<file path="config.mk">
export PLATFORM = sky130hd
export DESIGN_NAME = http_request_validator_top
export DESIGN_NICKNAME = d
export VERILOG_FILES = /design/src/rtl/hrv_pkg.sv /design/src/rtl/http_request_validator_top.sv /design/src/rtl/hrv_parser.sv /design/src/rtl/hrv_out_queue.sv
export VERILOG_INCLUDE_DIRS = /design/src /design/src/rtl
export SDC_FILE = /design/constraint.sdc
export NUM_CORES = 1
export LEC_CHECK = 0
export ABC_AREA = 0
export BUFFER_PORTS_ARGS = -buffer_cell sky130_fd_sc_hd__clkbuf_2
export CAP_MARGIN = 40
export CORE_UTILIZATION = 45
export DETAILED_ROUTE_END_ITERATION = 7
export PLACE_DENSITY_LB_ADDON = 0.2
export SLEW_MARGIN = 20
export SYNTH_ARGS = -nofsm -noshare
export SYNTH_HDL_FRONTEND = slang
export SYNTH_SLANG_ARGS = --single-unit
export TNS_END_PERCENT = 1
</file>
<file path="constraint.sdc">
create_clock -name clock -period 5.2 [get_ports clock]
set_clock_uncertainty 0.05 [all_clocks]
set_input_delay 1.04 -clock clock [delete_from_list [all_inputs] [get_ports clock]]
set_output_delay 1.04 -clock clock [all_outputs]
set_load 0.005 [all_outputs]
</file>
<file path="src/rtl/http_request_validator_top_defines.svh">
// Assertion macros shared by the request validator RTL.
// No dependencies; set ASSERT_OFF to compile the checks out.
`ifndef HTTP_REQUEST_VALIDATOR_TOP_DEFINES_SVH
`define HTTP_REQUEST_VALIDATOR_TOP_DEFINES_SVH

`ifndef ASSERT_OFF
// Property must hold at every clock edge outside reset.
`define ASSERT_CLK(label, clk, rst, prop) \
   label: assert property (@(posedge clk) disable iff (rst) (prop)) \
      else $error("assertion failed");
// Antecedent in one cycle implies consequent in the next.
`define ASSERT_NEXT(label, clk, rst, ante, cons) \
   label: assert property (@(posedge clk) disable iff (rst) (ante) |=> (cons)) \
      else $error("assertion failed");
`else
`define ASSERT_CLK(label, clk, rst, prop)
`define ASSERT_NEXT(label, clk, rst, ante, cons)
`endif

`endif

</file>
<file path="src/rtl/hrv_pkg.sv">
`timescale 1ns / 1ps
// Shared types, constants and word-matching functions of the request validator.
// No dependencies.
package hrv_pkg;

   localparam int METHOD_CHARS    = 8;
   localparam int EXTENSION_CHARS = 5;

   localparam int MCOUNT_W = $clog2(METHOD_CHARS + 2);
   localparam int MIDX_W   = $clog2(METHOD_CHARS);
   localparam int ECOUNT_W = $clog2(EXTENSION_CHARS + 2);
   localparam int EIDX_W   = $clog2(EXTENSION_CHARS);

   localparam int METHOD_WORD_MAX = 7;
   localparam int EXT_WORD_MAX    = 4;
   localparam int VERSION_LEN     = 5;

   localparam logic [15:0] MAX_BYTES_RESET = 16'd1024;
   localparam logic [15:0] COUNT_SAT       = 16'hFFFF;

   localparam logic [7:0] CH_SP    = 8'h20;
   localparam logic [7:0] CH_CR    = 8'h0D;
   localparam logic [7:0] CH_LF    = 8'h0A;
   localparam logic [7:0] CH_SLASH = 8'h2F;
   localparam logic [7:0] CH_DOT   = 8'h2E;
   localparam logic [7:0] CH_COLON = 8'h3A;

   typedef enum logic [3:0] {
      PH_METHOD     = 4'd0,
      PH_URI_FIRST  = 4'd1,
      PH_URI        = 4'd2,
      PH_VERSION    = 4'd3,
      PH_REQ_LF     = 4'd4,
      PH_LINE_START = 4'd5,
      PH_HEADER     = 4'd6,
      PH_HDR_LF     = 4'd7,
      PH_END_LF     = 4'd8
   } phase_type;

   typedef enum logic [1:0] {
      ST_GET         = 2'd0,
      ST_HEAD        = 2'd1,
      ST_NOT_ALLOWED = 2'd2,
      ST_BAD         = 2'd3
   } status_type;

   typedef enum logic [2:0] {
      CT_HTML  = 3'd0,
      CT_TEXT  = 3'd1,
      CT_JS    = 3'd2,
      CT_CSS   = 3'd3,
      CT_JPEG  = 3'd4,
      CT_PNG   = 3'd5,
      CT_GIF   = 3'd6,
      CT_FLASH = 3'd7
   } ctype_type;

   typedef logic [METHOD_CHARS-1:0][7:0]    method_chars_type;
   typedef logic [EXTENSION_CHARS-1:0][7:0] ext_chars_type;

   typedef struct packed {
      status_type  status;
      ctype_type   content_type;
      logic [15:0] path_length;
   } verdict_type;

   // Words are left-aligned: first character in the top byte.
   function automatic logic method_is(input method_chars_type chars,
                                      input logic [MCOUNT_W-1:0] count,
                                      input logic [8*METHOD_WORD_MAX-1:0] word,
                                      input logic [3:0] len);
      logic same;
      same = (32'(count) == 32'(len));
      for (int i = 0; i < METHOD_WORD_MAX; i++) begin
         if ((i < 32'(len)) && (chars[i] != word[8*(METHOD_WORD_MAX-1-i) +: 8])) begin
            same = 1'b0;
         end
      end
      return same;
   endfunction

   function automatic logic ext_is(input ext_chars_type chars,
                                   input logic [ECOUNT_W-1:0] count,
                                   input logic [8*EXT_WORD_MAX-1:0] word,
                                   input logic [2:0] len);
      logic same;
      same = (32'(count) == 32'(len));
      for (int i = 0; i < EXT_WORD_MAX; i++) begin
         if ((i < 32'(len)) && (chars[i] != word[8*(EXT_WORD_MAX-1-i) +: 8])) begin
            same = 1'b0;
         end
      end
      return same;
   endfunction

   function automatic status_type method_class(input method_chars_type chars,
                                               input logic [MCOUNT_W-1:0] count);
      status_type st;
      st = ST_BAD;
      if (32'(count) <= METHOD_CHARS) begin
         if (method_is(chars, count, {"GET", 32'h0}, 4'd3)) begin
            st = ST_GET;
         end else if (method_is(chars, count, {"HEAD", 24'h0}, 4'd4)) begin
            st = ST_HEAD;
         end else if (method_is(chars, count, {"POST", 24'h0}, 4'd4)
                   || method_is(chars, count, {"PUT", 32'h0}, 4'd3)
                   || method_is(chars, count, {"DELETE", 8'h0}, 4'd6)
                   || method_is(chars, count, "CONNECT", 4'd7)
                   || method_is(chars, count, "OPTIONS", 4'd7)
                   || method_is(chars, count, {"TRACE", 16'h0}, 4'd5)
                   || method_is(chars, count, {"PATCH", 16'h0}, 4'd5)) begin
            st = ST_NOT_ALLOWED;
         end
      end
      return st;
   endfunction

   function automatic ctype_type ext_class(input logic dot_seen,
                                           input ext_chars_type chars,
                                           input logic [ECOUNT_W-1:0] count);
      ctype_type ct;
      ct = CT_HTML;
      if (dot_seen && (32'(count) <= EXTENSION_CHARS)) begin
         if (ext_is(chars, count, {"txt", 8'h0}, 3'd3)) begin
            ct = CT_TEXT;
         end else if (ext_is(chars, count, {"js", 16'h0}, 3'd2)) begin
            ct = CT_JS;
         end else if (ext_is(chars, count, {"css", 8'h0}, 3'd3)) begin
            ct = CT_CSS;
         end else if (ext_is(chars, count, {"jpg", 8'h0}, 3'd3)
                   || ext_is(chars, count, "jpeg", 3'd4)) begin
            ct = CT_JPEG;
         end else if (ext_is(chars, count, {"png", 8'h0}, 3'd3)) begin
            ct = CT_PNG;
         end else if (ext_is(chars, count, {"gif", 8'h0}, 3'd3)) begin
            ct = CT_GIF;
         end else if (ext_is(chars, count, {"swf", 8'h0}, 3'd3)) begin
            ct = CT_FLASH;
         end
      end
      return ct;
   endfunction

   function automatic logic [7:0] version_char(input logic [2:0] pos);
      logic [7:0] ch;
      case (pos)
         3'd0:    ch = "H";
         3'd1:    ch = "T";
         3'd2:    ch = "T";
         3'd3:    ch = "P";
         default: ch = CH_SLASH;
      endcase
      return ch;
   endfunction

endpackage

</file>
<file path="src/rtl/http_request_validator_top.sv">
`timescale 1ns / 1ps
// HTTP request line and header validator, top level.
// Depends on hrv_pkg, hrv_parser and hrv_out_queue.
//
// Request bytes enter one per clock on the req_ channel while req_stall is
// low; the parser state advances in the same cycle a byte is accepted, so
// the sustained rate is one byte per cycle when not stalled. A verdict
// (status, content type, path length) is produced at the LF of the closing
// empty line or at a byte flagged req_last_byte, and is registered into a
// two-entry result queue. req_stall is high while it holds two entries. The
// length limit is written through csr_write_enable/csr_write_data (reset
// 1024) and must only change between requests. No clearing pass runs
// after reset.
module http_request_validator_top (
   input  logic        clock,
   input  logic        reset,
   input  logic        req_valid,
   output logic        req_stall,
   input  logic [7:0]  req_data_byte,
   input  logic        req_last_byte,
   output logic        rsp_valid,
   input  logic        rsp_stall,
   output logic [1:0]  rsp_status,
   output logic [2:0]  rsp_content_type,
   output logic [15:0] rsp_path_length,
   input  logic        csr_write_enable,
   input  logic [15:0] csr_write_data
);
   import hrv_pkg::*;

   logic        accept;
   logic        push;
   logic        full;
   verdict_type verdict;
   verdict_type head;

   assign req_stall = full;
   assign accept    = req_valid && !req_stall;

   hrv_parser u_parser (
      .clock            (clock),
      .reset            (reset),
      .accept           (accept),
      .data_byte        (req_data_byte),
      .last_byte        (req_last_byte),
      .csr_write_enable (csr_write_enable),
      .csr_write_data   (csr_write_data),
      .push             (push),
      .verdict          (verdict)
   );

   hrv_out_queue u_out_queue (
      .clock     (clock),
      .reset     (reset),
      .push      (push),
      .push_data (verdict),
      .full      (full),
      .rsp_valid (rsp_valid),
      .rsp_stall (rsp_stall),
      .head      (head)
   );

   assign rsp_status       = head.status;
   assign rsp_content_type = head.content_type;
   assign rsp_path_length  = head.path_length;

endmodule

</file>
<file path="src/rtl/hrv_parser.sv">
`timescale 1ns / 1ps
// Per-byte request parser: holds the parse state and the length limit register.
// Depends on hrv_pkg.
module hrv_parser (
   input  logic               clock,
   input  logic               reset,
   input  logic               accept,
   input  logic [7:0]         data_byte,
   input  logic               last_byte,
   input  logic               csr_write_enable,
   input  logic [15:0]        csr_write_data,
   output logic               push,
   output hrv_pkg::verdict_type verdict
);
   import hrv_pkg::*;

   phase_type                     phase_ff, phase_in;
   method_chars_type              method_chars_ff, method_chars_in;
   logic [MCOUNT_W-1:0]           method_count_ff, method_count_in;
   logic [2:0]                    version_pos_ff, version_pos_in;
   logic                          colon_seen_ff, colon_seen_in;
   logic                          error_seen_ff, error_seen_in;
   ext_chars_type                 ext_chars_ff, ext_chars_in;
   logic [ECOUNT_W-1:0]           ext_count_ff, ext_count_in;
   logic                          dot_seen_ff, dot_seen_in;
   logic [15:0]                   uri_count_ff, uri_count_in;
   logic [15:0]                   byte_count_ff, byte_count_in;
   logic [15:0]                   max_bytes_ff;
   logic [15:0]                   byte_next;
   logic                          err;
   logic                          done;
   status_type                    mclass;

   always_comb begin
      phase_in        = phase_ff;
      method_chars_in = method_chars_ff;
      method_count_in = method_count_ff;
      version_pos_in  = version_pos_ff;
      colon_seen_in   = colon_seen_ff;
      error_seen_in   = error_seen_ff;
      ext_chars_in    = ext_chars_ff;
      ext_count_in    = ext_count_ff;
      dot_seen_in     = dot_seen_ff;
      uri_count_in    = uri_count_ff;
      byte_count_in   = byte_count_ff;
      push            = 1'b0;
      done            = 1'b0;
      verdict.status       = ST_BAD;
      verdict.content_type = CT_TEXT;
      verdict.path_length  = '0;
      mclass = method_class(method_chars_ff, method_count_ff);

      byte_next = (byte_count_ff < COUNT_SAT) ? byte_count_ff + 16'd1 : byte_count_ff;
      err = error_seen_ff || (byte_next > max_bytes_ff);

      if (accept) begin
         byte_count_in = byte_next;
         if (!err) begin
            case (phase_ff)
               PH_METHOD: begin
                  if (data_byte == CH_SP) begin
                     if (method_count_ff == '0) err = 1'b1;
                     else phase_in = PH_URI_FIRST;
                  end else if ((data_byte == CH_CR) || (data_byte == CH_LF)) begin
                     err = 1'b1;
                  end else begin
                     if (32'(method_count_ff) < METHOD_CHARS) begin
                        method_chars_in[method_count_ff[MIDX_W-1:0]] = data_byte;
                     end
                     if (32'(method_count_ff) <= METHOD_CHARS) begin
                        method_count_in = method_count_ff + 1'b1;
                     end
                  end
               end
               PH_URI_FIRST: begin
                  if (data_byte != CH_SLASH) begin
                     err = 1'b1;
                  end else begin
                     uri_count_in = 16'd1;
                     phase_in     = PH_URI;
                  end
               end
               PH_URI: begin
                  if (data_byte == CH_SP) begin
                     phase_in = PH_VERSION;
                  end else if ((data_byte == CH_CR) || (data_byte == CH_LF)) begin
                     err = 1'b1;
                  end else begin
                     if (uri_count_ff < COUNT_SAT) uri_count_in = uri_count_ff + 16'd1;
                     if (data_byte == CH_DOT) begin
                        // restart the extension at every dot
                        dot_seen_in  = 1'b1;
                        ext_count_in = '0;
                     end else if (dot_seen_ff) begin
                        if (32'(ext_count_ff) < EXTENSION_CHARS) begin
                           ext_chars_in[ext_count_ff[EIDX_W-1:0]] = data_byte;
                        end
                        if (32'(ext_count_ff) <= EXTENSION_CHARS) begin
                           ext_count_in = ext_count_ff + 1'b1;
                        end
                     end
                  end
               end
               PH_VERSION: begin
                  if (32'(version_pos_ff) < VERSION_LEN) begin
                     if (data_byte != version_char(version_pos_ff)) err = 1'b1;
                     else version_pos_in = version_pos_ff + 3'd1;
                  end else if (data_byte == CH_CR) begin
                     // at least one version character must follow the slash
                     if (32'(version_pos_ff) == VERSION_LEN) err = 1'b1;
                     else phase_in = PH_REQ_LF;
                  end else if (data_byte == CH_LF) begin
                     err = 1'b1;
                  end else begin
                     version_pos_in = 3'(VERSION_LEN + 1);
                  end
               end
               PH_REQ_LF, PH_HDR_LF: begin
                  if (data_byte == CH_LF) phase_in = PH_LINE_START;
                  else err = 1'b1;
               end
               PH_LINE_START: begin
                  if (data_byte == CH_CR) begin
                     phase_in = PH_END_LF;
                  end else if (data_byte == CH_LF) begin
                     err = 1'b1;
                  end else begin
                     colon_seen_in = (data_byte == CH_COLON);
                     phase_in      = PH_HEADER;
                  end
               end
               PH_HEADER: begin
                  if (data_byte == CH_COLON) begin
                     colon_seen_in = 1'b1;
                  end else if (data_byte == CH_CR) begin
                     if (colon_seen_ff) phase_in = PH_HDR_LF;
                     else err = 1'b1;
                  end else if (data_byte == CH_LF) begin
                     err = 1'b1;
                  end
               end
               PH_END_LF: begin
                  if (data_byte == CH_LF) done = 1'b1;
                  else err = 1'b1;
               end
               default: begin
                  err = 1'b1;
               end
            endcase
         end
         if (err) done = 1'b0;
         error_seen_in = err;

         if (done || last_byte) begin
            push = 1'b1;
            if (done) begin
               verdict.status = mclass;
               if ((mclass == ST_GET) || (mclass == ST_HEAD)) begin
                  verdict.content_type = ext_class(dot_seen_ff, ext_chars_ff, ext_count_ff);
                  verdict.path_length  = uri_count_ff;
               end
            end
            // start a fresh request with the next byte
            phase_in        = PH_METHOD;
            method_count_in = '0;
            version_pos_in  = '0;
            colon_seen_in   = 1'b0;
            error_seen_in   = 1'b0;
            ext_count_in    = '0;
            dot_seen_in     = 1'b0;
            uri_count_in    = '0;
            byte_count_in   = '0;
         end
      end
   end

   always_ff @(posedge clock) begin
      if (reset) begin
         phase_ff        <= PH_METHOD;
         method_count_ff <= '0;
         version_pos_ff  <= '0;
         colon_seen_ff   <= 1'b0;
         error_seen_ff   <= 1'b0;
         ext_count_ff    <= '0;
         dot_seen_ff     <= 1'b0;
         uri_count_ff    <= '0;
         byte_count_ff   <= '0;
         max_bytes_ff    <= MAX_BYTES_RESET;
      end else begin
         phase_ff        <= phase_in;
         method_count_ff <= method_count_in;
         version_pos_ff  <= version_pos_in;
         colon_seen_ff   <= colon_seen_in;
         error_seen_ff   <= error_seen_in;
         ext_count_ff    <= ext_count_in;
         dot_seen_ff     <= dot_seen_in;
         uri_count_ff    <= uri_count_in;
         byte_count_ff   <= byte_count_in;
         if (csr_write_enable) max_bytes_ff <= csr_write_data;
      end
   end

   // character stores are only read below their counts
   always_ff @(posedge clock) begin
      method_chars_ff <= method_chars_in;
      ext_chars_ff    <= ext_chars_in;
   end

endmodule

</file>
<file path="src/rtl/hrv_out_queue.sv">
`timescale 1ns / 1ps
// Two-entry result queue between the parser and the response channel.
// Depends on hrv_pkg and the assertion macro header.
`include "http_request_validator_top_defines.svh"
module hrv_out_queue (
   input  logic                 clock,
   input  logic                 reset,
   input  logic                 push,
   input  hrv_pkg::verdict_type push_data,
   output logic                 full,
   output logic                 rsp_valid,
   input  logic                 rsp_stall,
   output hrv_pkg::verdict_type head
);
   import hrv_pkg::*;

   logic [1:0]  count_ff, count_in;
   verdict_type slot0_ff, slot0_in;
   verdict_type slot1_ff, slot1_in;
   logic        pop;

   assign rsp_valid = (count_ff != 2'd0);
   assign full      = (count_ff == 2'd2);
   assign pop       = rsp_valid && !rsp_stall;
   assign head      = slot0_ff;

   always_comb begin
      count_in = count_ff;
      slot0_in = slot0_ff;
      slot1_in = slot1_ff;
      if (pop) begin
         // advance the second entry to the head
         slot0_in = slot1_ff;
         count_in = count_ff - 2'd1;
      end
      if (push) begin
         if (count_in == 2'd0) slot0_in = push_data;
         else slot1_in = push_data;
         count_in = count_in + 2'd1;
      end
   end

   always_ff @(posedge clock) begin
      if (reset) begin
         count_ff <= 2'd0;
      end else begin
         count_ff <= count_in;
      end
   end

   always_ff @(posedge clock) begin
      slot0_ff <= slot0_in;
      slot1_ff <= slot1_in;
   end

   `ASSERT_CLK(a_no_push_when_full, clock, reset, !(push && full))
   `ASSERT_NEXT(a_pop_drains, clock, reset, pop && !push, count_ff == $past(count_ff) - 2'd1)
   `ASSERT_NEXT(a_push_to_empty, clock, reset, push && (count_ff == 2'd0),
                rsp_valid && (slot0_ff == $past(push_data)))

endmodule
</file>
Yosys cells after proc, flatten, opt, wreduce, memory -nomap -nowiden

Cells that the tools add are included.

Add/subtract/negate cells: 7
Order comparisons: 12
Eq/ne operators: 104
Multiplexer cells: 271
Bitwise gates (word level): 5
Reduce and logical (&&, ||, !) cells: 47

Operator list:

| operator                | number |
|---|---|
| $ne A8 B7 Y1 const B    | 51 |
| $mux W1                 | 192 |
| $mux W16                | 8 |
| $mux W21                | 6 |
| $mux W4                 | 21 |
| $mux W3                 | 23 |
| $bwmux W64              | 1 |
| $demux W8 S3            | 2 |
| $mux W8                 | 6 |
| $bwmux W40              | 1 |
| $ne A3 B3 Y1 const B    | 12 |
| $add A16 B1 Y16 const B | 2 |
| $eq A4 B3 Y1 const B    | 8 |
| $lt A16 B16 Y1 const B  | 2 |
| $pmux W16 S2            | 1 |
| $reduce_and A6 Y1       | 5 |
| $pmux W4 S7             | 1 |
| $eq A8 B6 Y1 const B    | 3 |
| $ne A3 B1 Y1 const B    | 8 |
| $pmux W7 S3             | 1 |
| $mux W19                | 1 |
| $eq A8 B4 Y1 const B    | 2 |
| $gt A16 B16 Y1          | 1 |
| $reduce_and A15 Y1      | 1 |
| 40 further kinds        | 87 |

Flip-flop bits (word level): 213
Input port bits: 30
Output and inout port bits: 23
Logic and storage cells: 476

Longest topological paths before layout

Gate-level depths: netlist of run 1.

Word-level depth: 92
Depth in mapped cells: 19
Gate-level depth less buffers: 14

Cells and area by module

A second synthesis of run 1 with hierarchy kept.

Cell total of the unflattened synthesis: 979
Area, all modules: 9,934.5 sq um

Modules (own cells, without submodules):

| module                     | instances | cells each | area each (sq um) | sequential area each (sq um) |
|---|---|---|---|---|
| hrv_parser                 | 1         | 844        | 8,232.9           | 3,943.8 |
| hrv_out_queue              | 1         | 134        | 1,687.9           | 1,091.0 |
| http_request_validator_top | 1         | 1          | 13.8              | 0.0 |

Worst setup path before layout of run 1

No wires, ideal clock.

Kind: register -> register
Start: register u_parser.byte_count_ff[6]
End: register u_out_queue.slot1_ff[0] in the netlist's numbering, enable pin
Library setup time: 0.399 ns
Arrival time: 4.431 ns
Data required time: 4.751 ns
Path slack: 0.321 ns
Cell stages (with the launch flop): 18
Buffers on the path: 4
Period minus slack after synthesis: 4.879 ns
Path through: dfxtp_1 buf_2 nand4_1 or3_1 or3_1 buf_2 and2_1 buf_2 and3_1 xor2_1 ha_1 a21oi_1 o21ai_0 a211o_1 o31ai_2 buf_2 nand2_1 nor2_1

Word-level cells in the longest chain between the ends: 12
Elaborated cells on any way between the ends: 14
Those cells by class: 1 x add/sub; 2 x order compare; 8 x mux; 3 x reduce/logical

RTL lines:

| item                                                     | line                | source |
|---|---|---|
| start: declaration                                       | hrv_parser.sv:27    | `logic [15:0] byte_count_ff, byte_count_in;` |
| start signal: assignment                                 | hrv_parser.sv:198   | `byte_count_ff <= byte_count_in;` |
| $add A16 B1 Y16 / $lt A16 B16 Y1 (equally long branches) | hrv_parser.sv:53    | `byte_next = (byte_count_ff < COUNT_SAT) ? byte_count_ff + 16'd1 : byte_count_ff;` |
| $mux W16 (*)                                             | hrv_parser.sv:53    |  |
| $gt A16 B16 Y1 (*)                                       | hrv_parser.sv:54    | `err = error_seen_ff \|\| (byte_next > max_bytes_ff);` |
| $logic_or A1 B1 Y1 (*)                                   | hrv_parser.sv:54    |  |
| $mux W1                                                  | hrv_parser.sv:58    | `if (!err) begin` |
| $mux W1                                                  | hrv_parser.sv:56    | `if (accept) begin` |
| $mux W1 (*)                                              | hrv_parser.sv:151   | `if (err) done = 1'b0;` |
| $mux W1 (*)                                              | hrv_parser.sv:56    |  |
| $logic_or A1 B1 Y1 (*)                                   | hrv_parser.sv:154   | `if (done \|\| last_byte) begin` |
| $mux W1 (*)                                              | hrv_parser.sv:154   |  |
| $mux W1 (*)                                              | hrv_parser.sv:56    |  |
| $reduce_and A2 Y1 (no source line) (*)                   | n/a                 |  |
| end signal: assignment                                   | hrv_out_queue.sv:53 | `slot1_ff <= slot1_in;` |
| end: declaration                                         | hrv_out_queue.sv:19 | `verdict_type slot1_ff, slot1_in;` |

Every way passes the cells marked *; elsewhere a longest branch is shown, timed or not. The select of a mux whose other input is x is not followed.
A chain may end at the register's enable or synchronous reset.

Final worst setup path of run 1

Start: register u_parser.byte_count_ff[6]
End: register u_parser.method_chars_ff[13] in the netlist's numbering, enable pin

Word-level cells in the longest chain between the ends: 6
Elaborated cells on any way between the ends: 7
Those cells by class: 1 x add/sub; 2 x order compare; 1 x mux; 1 x bitwise; 2 x reduce/logical

RTL lines:

| item                                                     | line              | source |
|---|---|---|
| $add A16 B1 Y16 / $lt A16 B16 Y1 (equally long branches) | hrv_parser.sv:53  |  |
| $mux W16 (*)                                             | hrv_parser.sv:53  |  |
| $gt A16 B16 Y1 (*)                                       | hrv_parser.sv:54  |  |
| $logic_or A1 B1 Y1 (*)                                   | hrv_parser.sv:54  |  |
| $not A1 Y1 (no source line) (*)                          | n/a               |  |
| $reduce_and A6 Y1 (no source line) (*)                   | n/a               |  |
| end signal: assignment                                   | hrv_parser.sv:205 | `method_chars_ff <= method_chars_in;` |
| end: declaration                                         | hrv_parser.sv:18  | `method_chars_type method_chars_ff, method_chars_in;` |

Every way passes the cells marked *; elsewhere a longest branch is shown, timed or not.

==> out/results.ini, run 1 <==
[final_layout]
utilization_pct=51.7
most_common_library_cell_in_the_layout_ignoring_fill_and_taps=sky130_fd_sc_hd__edfxtp_1
area.growth.synth_to_final_pct=12.8
final_layout_size_suffix_gt1_share_pct=13.1
layout.cells.most_common_list=sky130_fd_sc_hd__edfxtp_1 (109), sky130_fd_sc_hd__dfxtp_1 (88), sky130_fd_sc_hd__nand2_1 (75)
finalNetCount=1100
finalInstanceArea_um2=11300
insertedDiodeCount=0

[route]
drt-vias-per-instance=5.89
detailedRoute.firstPassIterationCount=5
routed_wire_length_per_instance_um=17.9
total_via_count_in_the_routed_design=7817
drc_errors=0
dr.first_iter.drc_count=591
detail_route.wirelength_um=23700
number_of_nets_with_antenna_violations_after_routing=0

[worst_hold_path]
worst_hold_path.num_cells=2
min-delay-path-class=flip-flop to flip-flop
worst_hold_path.endpoint=u_parser.max_bytes_ff[10]
min_from=u_parser.max_bytes_ff[10]

[power]
comb_power_share_pct=16.3
power_report.internal_total_w=0.00277
seq_power_share_pct=48.6
power.switching_fraction_pct=27.8
peakVddDrop_uv=203
pwr_density_cell_nw_per_um2=340
p_sw_w=0.00107
total_leakage_power_nw=3.97
clkPwrFrac_pct=35.1

[synthesis]
postSynth.asyncResetShare_pct=0
synth_edf_count=109
post_synth.cell_area_avg_um2=10.2
register_area_share_after_synthesis_pct=50.4
post_synth_instance_area_um2=9980
synth.lib_cells_used.distinct=79
synth.net_count=1041
synth-seq-cells=197
synth.yosys.warnings=0
ys_dominant_reg_cell=sky130_fd_sc_hd__edfxtp_1
netlist_instances=976

[critical_path]
ff2ff_path_depth=15
critPathCaptureType=flip-flop
worst_path_largest_cell_delay_ns=0.48
type_of_the_setup_path_with_the_least_slack=flip-flop to flip-flop
timing.critical_path.from_type=flip-flop
crit_required_ns=5.29
worstPathArrival_ns=4.80
crit_fanout=10
reg2reg_to=u_parser.method_chars_ff[13]
ff2ff_setup_slack_ns=0.50
timing.critical_path.cells=nand4_1 -> or3_1 -> or3_1 -> and2_1 -> and3_1 -> xor2_1 -> ha_1 -> nand2_1 -> nor4_2 -> and3_1 -> a31oi_1 -> nor3_1 -> nand2_1 -> nor3_1 -> buf_4
crit_path_top_delay_cell=sky130_fd_sc_hd__nor4_2
worstReg2RegStart=u_parser.byte_count_ff[6]

[clocking]
tritoncts=built
cts.reportedPaths.clkPinSlew_ns=0.08
cts_hold_bufs=0
cts_root_buf=sky130_fd_sc_hd__clkbuf_16
cts-root-to-sink-buffers=2
post_cts_resized=0
cts_num_sinks=197
cts.repair_timing.setup_buffer_count=0
clock_h_tree_levels=4
clk-insertion-delay-late_ns=0.44
tritoncts.num_buffers=17

[global_route]
overflow=0
grt_antenna_before_repair=0
pin_count_of_the_biggest_net_entering_global_routing=41
grt_first_pass_wirelength_um=38300
gr_util_all_layers_pct=21.7
grt_pass1_vias=7277

[floorplan]
die_area_um2=22800
fp.dieH_um=151
pin_count=53
initial_utilization_pct=45.9
rows=54
core_area_um2=21800
die_width_um=151

[timing]
finalHoldViolCount=0
layout_min_cycle_time_ns=4.70
fmax_mhz=213
tightestPinTransition_ns=0.884
whs_ns=0.449
rsz0062_at_grt=no
timing.final.max_slew_violations=0
min_period_over_period_pct=90.5
setup-tns-final_ns=0
slew_hr_pct=41.1
count_of_endpoints_failing_setup_in_the_final_report=0

[run_status]
status=complete, no violations

[placed_design]
placer_congestion_estimate=0.926
placement.io_buffers=52
place_area_um2=10700
hpwlAfterDp_um=16900

[run]
number_of_maximum_capacitance_violations=0

## critical path: cells and delay by family, from the launching register on
family          cells  cell delay [ns]
simple gates       11             3.11
flops               1             0.47
fa+ha+maj           1             0.30
buf+inv             1             0.21
xor+xnor            1             0.15
compound gates      1             0.12
## worst max-delay path by stage
stage                              startpoint                            to  slack, ns
finish              u_parser.byte_count_ff[6]  u_parser.method_chars_ff[13]       0.50
floorplan           u_parser.byte_count_ff[6]       u_out_queue.slot1_ff[0]       0.32
detailed placement  u_parser.byte_count_ff[6]  u_parser.method_chars_ff[10]       0.51
CTS                 u_parser.byte_count_ff[6]  u_parser.method_chars_ff[13]       0.48
global placement    u_parser.byte_count_ff[5]          u_out_queue.head[18]       0.48
global route        u_parser.byte_count_ff[5]  u_parser.method_chars_ff[15]       0.05
## power by group through the flow
stage / Clock, W / Sequential [W] / Combinational (W)
after detailed placement: 0 / 0.00190 / 0.000631
after CTS: 0.00137 / 0.00186 / 0.000632
final: 0.00134 / 0.00186 / 0.000626
after global routing: 0.00143 / 0.00188 / 0.000701
after floorplan: 0 / 0.00189 / 0.000387
after global placement: 0 / 0.00190 / 0.000619
## per-layer routing
metal | track usage (%) | vias to the layer above | share of wire, %
met5 | 0 | - | 0
met4 | 5.75 | 0 | 1.2
met3 | 3.61 | 26 | 3.7
met2 | 33.6 | 189 | 45
met1 | 31.1 | 3779 | 50
li1 | - | 3823 | -
## flip-flops by register name, indices dropped and copies added, names as in the netlist, 3 cells and up
| register | flops |
|---|---|
| u_parser.max_bytes_ff | 16 |
| u_parser.version_pos_ff | 3 |
| u_parser.method_count_ff | 4 |
| u_out_queue.slot1_ff | 21 |
| u_parser.uri_count_ff | 16 |
| u_parser.ext_chars_ff | 32 |
| u_parser.method_chars_ff | 56 |
| u_parser.byte_count_ff | 16 |
| u_parser.phase_ff | 4 |
| u_parser.ext_count_ff | 3 |
| u_out_queue.head | 21 |
## synthesized netlist by cell type, types with 6 or more instances
cell | instances | share of area [%]
sky130_fd_sc_hd__and3_1 | 9 | 0.56
sky130_fd_sc_hd__clkbuf_1 | 28 | 1.1
sky130_fd_sc_hd__a311oi_1 | 13 | 1.1
sky130_fd_sc_hd__nor4b_1 | 11 | 0.97
sky130_fd_sc_hd__a211oi_1 | 7 | 0.53
sky130_fd_sc_hd__nor2b_1 | 12 | 0.75
sky130_fd_sc_hd__edfxtp_1 | 109 | 33
sky130_fd_sc_hd__nand2_1 | 75 | 2.8
sky130_fd_sc_hd__nand3b_1 | 7 | 0.53
sky130_fd_sc_hd__inv_1 | 41 | 1.5
sky130_fd_sc_hd__nor3_1 | 28 | 1.4
sky130_fd_sc_hd__ha_1 | 35 | 4.4
sky130_fd_sc_hd__o41ai_1 | 7 | 0.61
sky130_fd_sc_hd__or3_1 | 7 | 0.44
sky130_fd_sc_hd__nand4_1 | 19 | 1.2
sky130_fd_sc_hd__mux2i_1 | 38 | 3.8
sky130_fd_sc_hd__o211a_1 | 6 | 0.60
sky130_fd_sc_hd__nor2_1 | 71 | 2.7
sky130_fd_sc_hd__dfxtp_1 | 88 | 18
sky130_fd_sc_hd__nand3_1 | 57 | 2.9
sky130_fd_sc_hd__nor4bb_1 | 6 | 0.60
sky130_fd_sc_hd__nand2b_1 | 14 | 0.88
sky130_fd_sc_hd__a31oi_1 | 17 | 1.1
sky130_fd_sc_hd__a41oi_1 | 6 | 0.53
sky130_fd_sc_hd__o21ai_1 | 22 | 1.1
sky130_fd_sc_hd__and2_1 | 21 | 1.3
sky130_fd_sc_hd__xnor2_1 | 8 | 0.70
sky130_fd_sc_hd__nor4_1 | 12 | 0.75
sky130_fd_sc_hd__a21oi_1 | 40 | 2.0
sky130_fd_sc_hd__nand4b_1 | 8 | 0.70
sky130_fd_sc_hd__buf_2 | 12 | 0.60
sky130_fd_sc_hd__o21ai_0 | 25 | 1.3
sky130_fd_sc_hd__or4_1 | 10 | 0.75
sky130_fd_sc_hd__nor3b_1 | 11 | 0.83
## metrics by stage
| step | setup WS [ns] | total power, W | cells |
|---|---|---|---|
| 4_1_cts | 0.479 | 0.00386 | 1328 |
| 3_3_place_gp | 0.479 | 0.00252 | 1293 |
| 5_1_grt | 0.0546 | 0.00401 | 1328 |
| 6_report | 0.497 | 0.00383 | 1328 |
| 3_5_place_dp | 0.510 | 0.00253 | 1296 |
| 2_1_floorplan | 0.321 | 0.00227 | 976 |
## layout make-up
class | count | area, µm²
Sequential cell | 197 | 5030
Tap cell | 280 | 350
Multi-Input combinational cell | 691 | 4590
Inverter | 42 | 158
Timing Repair Buffer | 86 | 515
Fill cell | 2036 | 10500
Clock inverter | 12 | 138
Clock buffer | 20 | 468
## cell families after synthesis
logic type / count (synthesis) / synth area share, %
xor+xnor: 13 / 1.14
buf+inv: 88 / 3.65
mux: 39 / 3.92
simple gates: 410 / 23.2
flops: 197 / 50.4
fa+ha+maj: 35 / 4.39
compound gates: 194 / 13.2
No activity file was read; power rests on OpenSTA's default activity.
==> inputs of run 2 (changes only) <==
--- a/config.mk
+++ b/config.mk
@@ -11,7 +11,6 @@
 export CAP_MARGIN = 40
 export CORE_UTILIZATION = 45
 export DETAILED_ROUTE_END_ITERATION = 7
-export PLACE_DENSITY_LB_ADDON = 0.2
 export SLEW_MARGIN = 20
 export SYNTH_ARGS = -nofsm -noshare
 export SYNTH_HDL_FRONTEND = slang
==> out/results.ini, run 2 (synthesis results as in run 1) <==
[floorplan]
pin_count=53
initial_utilization_pct=45.9
die_area_um2=22800
fp.dieH_um=151
die_width_um=151
core_area_um2=21800
rows=54

[clocking]
clock_h_tree_levels=4
tritoncts.num_buffers=17
cts_root_buf=sky130_fd_sc_hd__clkbuf_16
post_cts_resized=0
cts-root-to-sink-buffers=2
clk-insertion-delay-late_ns=0.44
cts_hold_bufs=0
cts_num_sinks=197
tritoncts=built
cts.reportedPaths.clkPinSlew_ns=0.08
cts.repair_timing.setup_buffer_count=0

[final_layout]
layout.cells.most_common_list=sky130_fd_sc_hd__edfxtp_1 (109), sky130_fd_sc_hd__dfxtp_1 (88), sky130_fd_sc_hd__nand2_1 (75)
most_common_library_cell_in_the_layout_ignoring_fill_and_taps=sky130_fd_sc_hd__edfxtp_1
finalNetCount=1100
number_of_fill_cells=2002
ff_latch_area_um2=5030
final_layout_size_suffix_gt1_share_pct=13.2
area.growth.synth_to_final_pct=12.8
largest_register_ffs=56
multi_input_area_um2=4590
finalInstanceArea_um2=11300
insertedDiodeCount=0
largest-register=u_parser.method_chars_ff
largest_registers=u_parser.method_chars_ff: 56 flops, u_parser.ext_chars_ff: 32 flops

[power]
clkPwrFrac_pct=35.4
post-layout-total-power_w=0.00384
power.switching_fraction_pct=28.1
pwr_density_cell_nw_per_um2=341
peakVddDrop_uv=192
p_sw_w=0.00108
power_report.internal_total_w=0.00276
seq_power_share_pct=48.4
total_leakage_power_nw=3.98
comb_power_share_pct=16.2

[critical_path]
type_of_the_setup_path_with_the_least_slack=flip-flop to flip-flop
reg2reg_to=u_parser.uri_count_ff[4]
worstPathArrival_ns=5.18
crit_required_ns=5.44
crit_path_end=u_parser.uri_count_ff[4]
critPathCaptureType=flip-flop
ff2ff_path_depth=15
timing.critical_path.from_type=flip-flop
worst_setup_path_startpoint=u_parser.byte_count_ff[5]
ff2ff_setup_slack_ns=0.26
worstReg2RegStart=u_parser.byte_count_ff[5]
crit_fanout=10

[global_route]
grt_pass1_vias=7128
grt_antenna_before_repair=0
pin_count_of_the_biggest_net_entering_global_routing=60
grt_first_pass_wirelength_um=38400
overflow=0
gr_util_all_layers_pct=22.0

[timing]
rsz0062_at_grt=no
tightestPinTransition_ns=0.874
whs_ns=0.442
timing.final.max_slew_violations=0
slew_hr_pct=40.9
fmax_mhz=202
min_period_over_period_pct=95.0
finalHoldViolCount=0
count_of_endpoints_failing_setup_in_the_final_report=0
setup-tns-final_ns=0
layout_min_cycle_time_ns=4.94

[placed_design]
placement.io_buffers=52
place_area_um2=10700
placer_congestion_estimate=0.899
hpwlAfterDp_um=16900

[route]
routed_wire_length_per_instance_um=18.1
drc_errors=0
wl_met2_um=10800
route.layer.met1.wl_um=12200
number_of_nets_with_antenna_violations_after_routing=0
detail_route.wirelength_um=24100
drt-vias-per-instance=5.88
total_via_count_in_the_routed_design=7809
dr_wl_met3_um=954
dr.first_iter.drc_count=647
detailedRoute.firstPassIterationCount=5
highest-signal-layer=met4

[run_status]
status=complete, no violations

[run]
number_of_maximum_capacitance_violations=0

[worst_hold_path]
min-delay-path-class=flip-flop to flip-flop

## run 2: cell count changes in the layout (fill, tap and decap cells not counted), sizes merged
cell / before / now
clkinv: 4 / 3
inv: 48 / 50
clkbuf: 72 / 71
## run 2: how the worst min path moves through the flow
stage | startpoint | endpoint | slack, ns | cells past startpoint
after floorplan | u_parser.dot_seen_ff | u_parser.dot_seen_ff | 0.40 | 1
after global placement | u_parser.max_bytes_ff[8] | u_parser.max_bytes_ff[8] | 0.43 | 2
after detailed placement | u_parser.max_bytes_ff[10] | u_parser.max_bytes_ff[10] | 0.43 | 2
after CTS | u_parser.max_bytes_ff[10] | u_parser.max_bytes_ff[10] | 0.45 | 2
after global routing | u_parser.max_bytes_ff[10] | u_parser.max_bytes_ff[10] | 0.46 | 2
final | u_parser.max_bytes_ff[10] | u_parser.max_bytes_ff[10] | 0.44 | 2
## run 2: power by group through the flow
stage	Combinational, W	Sequential (W)	Clock, W
after global routing	0.000702	0.00188	0.00145
after CTS	0.000629	0.00186	0.00139
after detailed placement	0.000627	0.00190	0
after floorplan	0.000387	0.00189	0
final	0.000623	0.00186	0.00136
after global placement	0.000613	0.00189	0
## run 2: through the flow
stage | worst slack, ns | cells | utilization [%]
after detailed placement | 0.380 | 1296 | 49.0
after global routing | 0.00228 | 1328 | 51.8
final | 0.257 | 1328 | 51.8
after CTS | 0.337 | 1328 | 51.8
after floorplan | 0.321 | 976 | -
after global placement | 0.532 | 1293 | 48.8
## run 2: routing by layer
layer	global-route usage [%]	up-vias
met2	33.6	211
met4	4.80	0
li1	-	3821
met3	3.61	15
met1	32.4	3762
met5	0	-
## run 2: cell type report
class / instances / area share (%)
Clock inverter: 13 / 1.39
Inverter: 42 / 1.40
Timing Repair Buffer: 86 / 4.61
Sequential cell: 197 / 44.7
Clock buffer: 19 / 4.04
Tap cell: 280 / 3.11
Multi-Input combinational cell: 691 / 40.7
## run 2: critical path: stages (launching register included)
cell                       delay [ns]
sky130_fd_sc_hd__dfxtp_1         0.47
sky130_fd_sc_hd__nand4_1         0.21
sky130_fd_sc_hd__or3_1           0.45
sky130_fd_sc_hd__or3_1           0.34
sky130_fd_sc_hd__and2_1          0.27
sky130_fd_sc_hd__and3_1          0.26
sky130_fd_sc_hd__xor2_1          0.14
sky130_fd_sc_hd__ha_1            0.29
sky130_fd_sc_hd__nand2_1         0.10
sky130_fd_sc_hd__nor4_2          0.53
sky130_fd_sc_hd__o21ai_0         0.24
sky130_fd_sc_hd__a31oi_1         0.62
sky130_fd_sc_hd__nor2_1          0.30
sky130_fd_sc_hd__buf_4           0.25
sky130_fd_sc_hd__a41oi_1         0.21
sky130_fd_sc_hd__a311oi_1        0.07
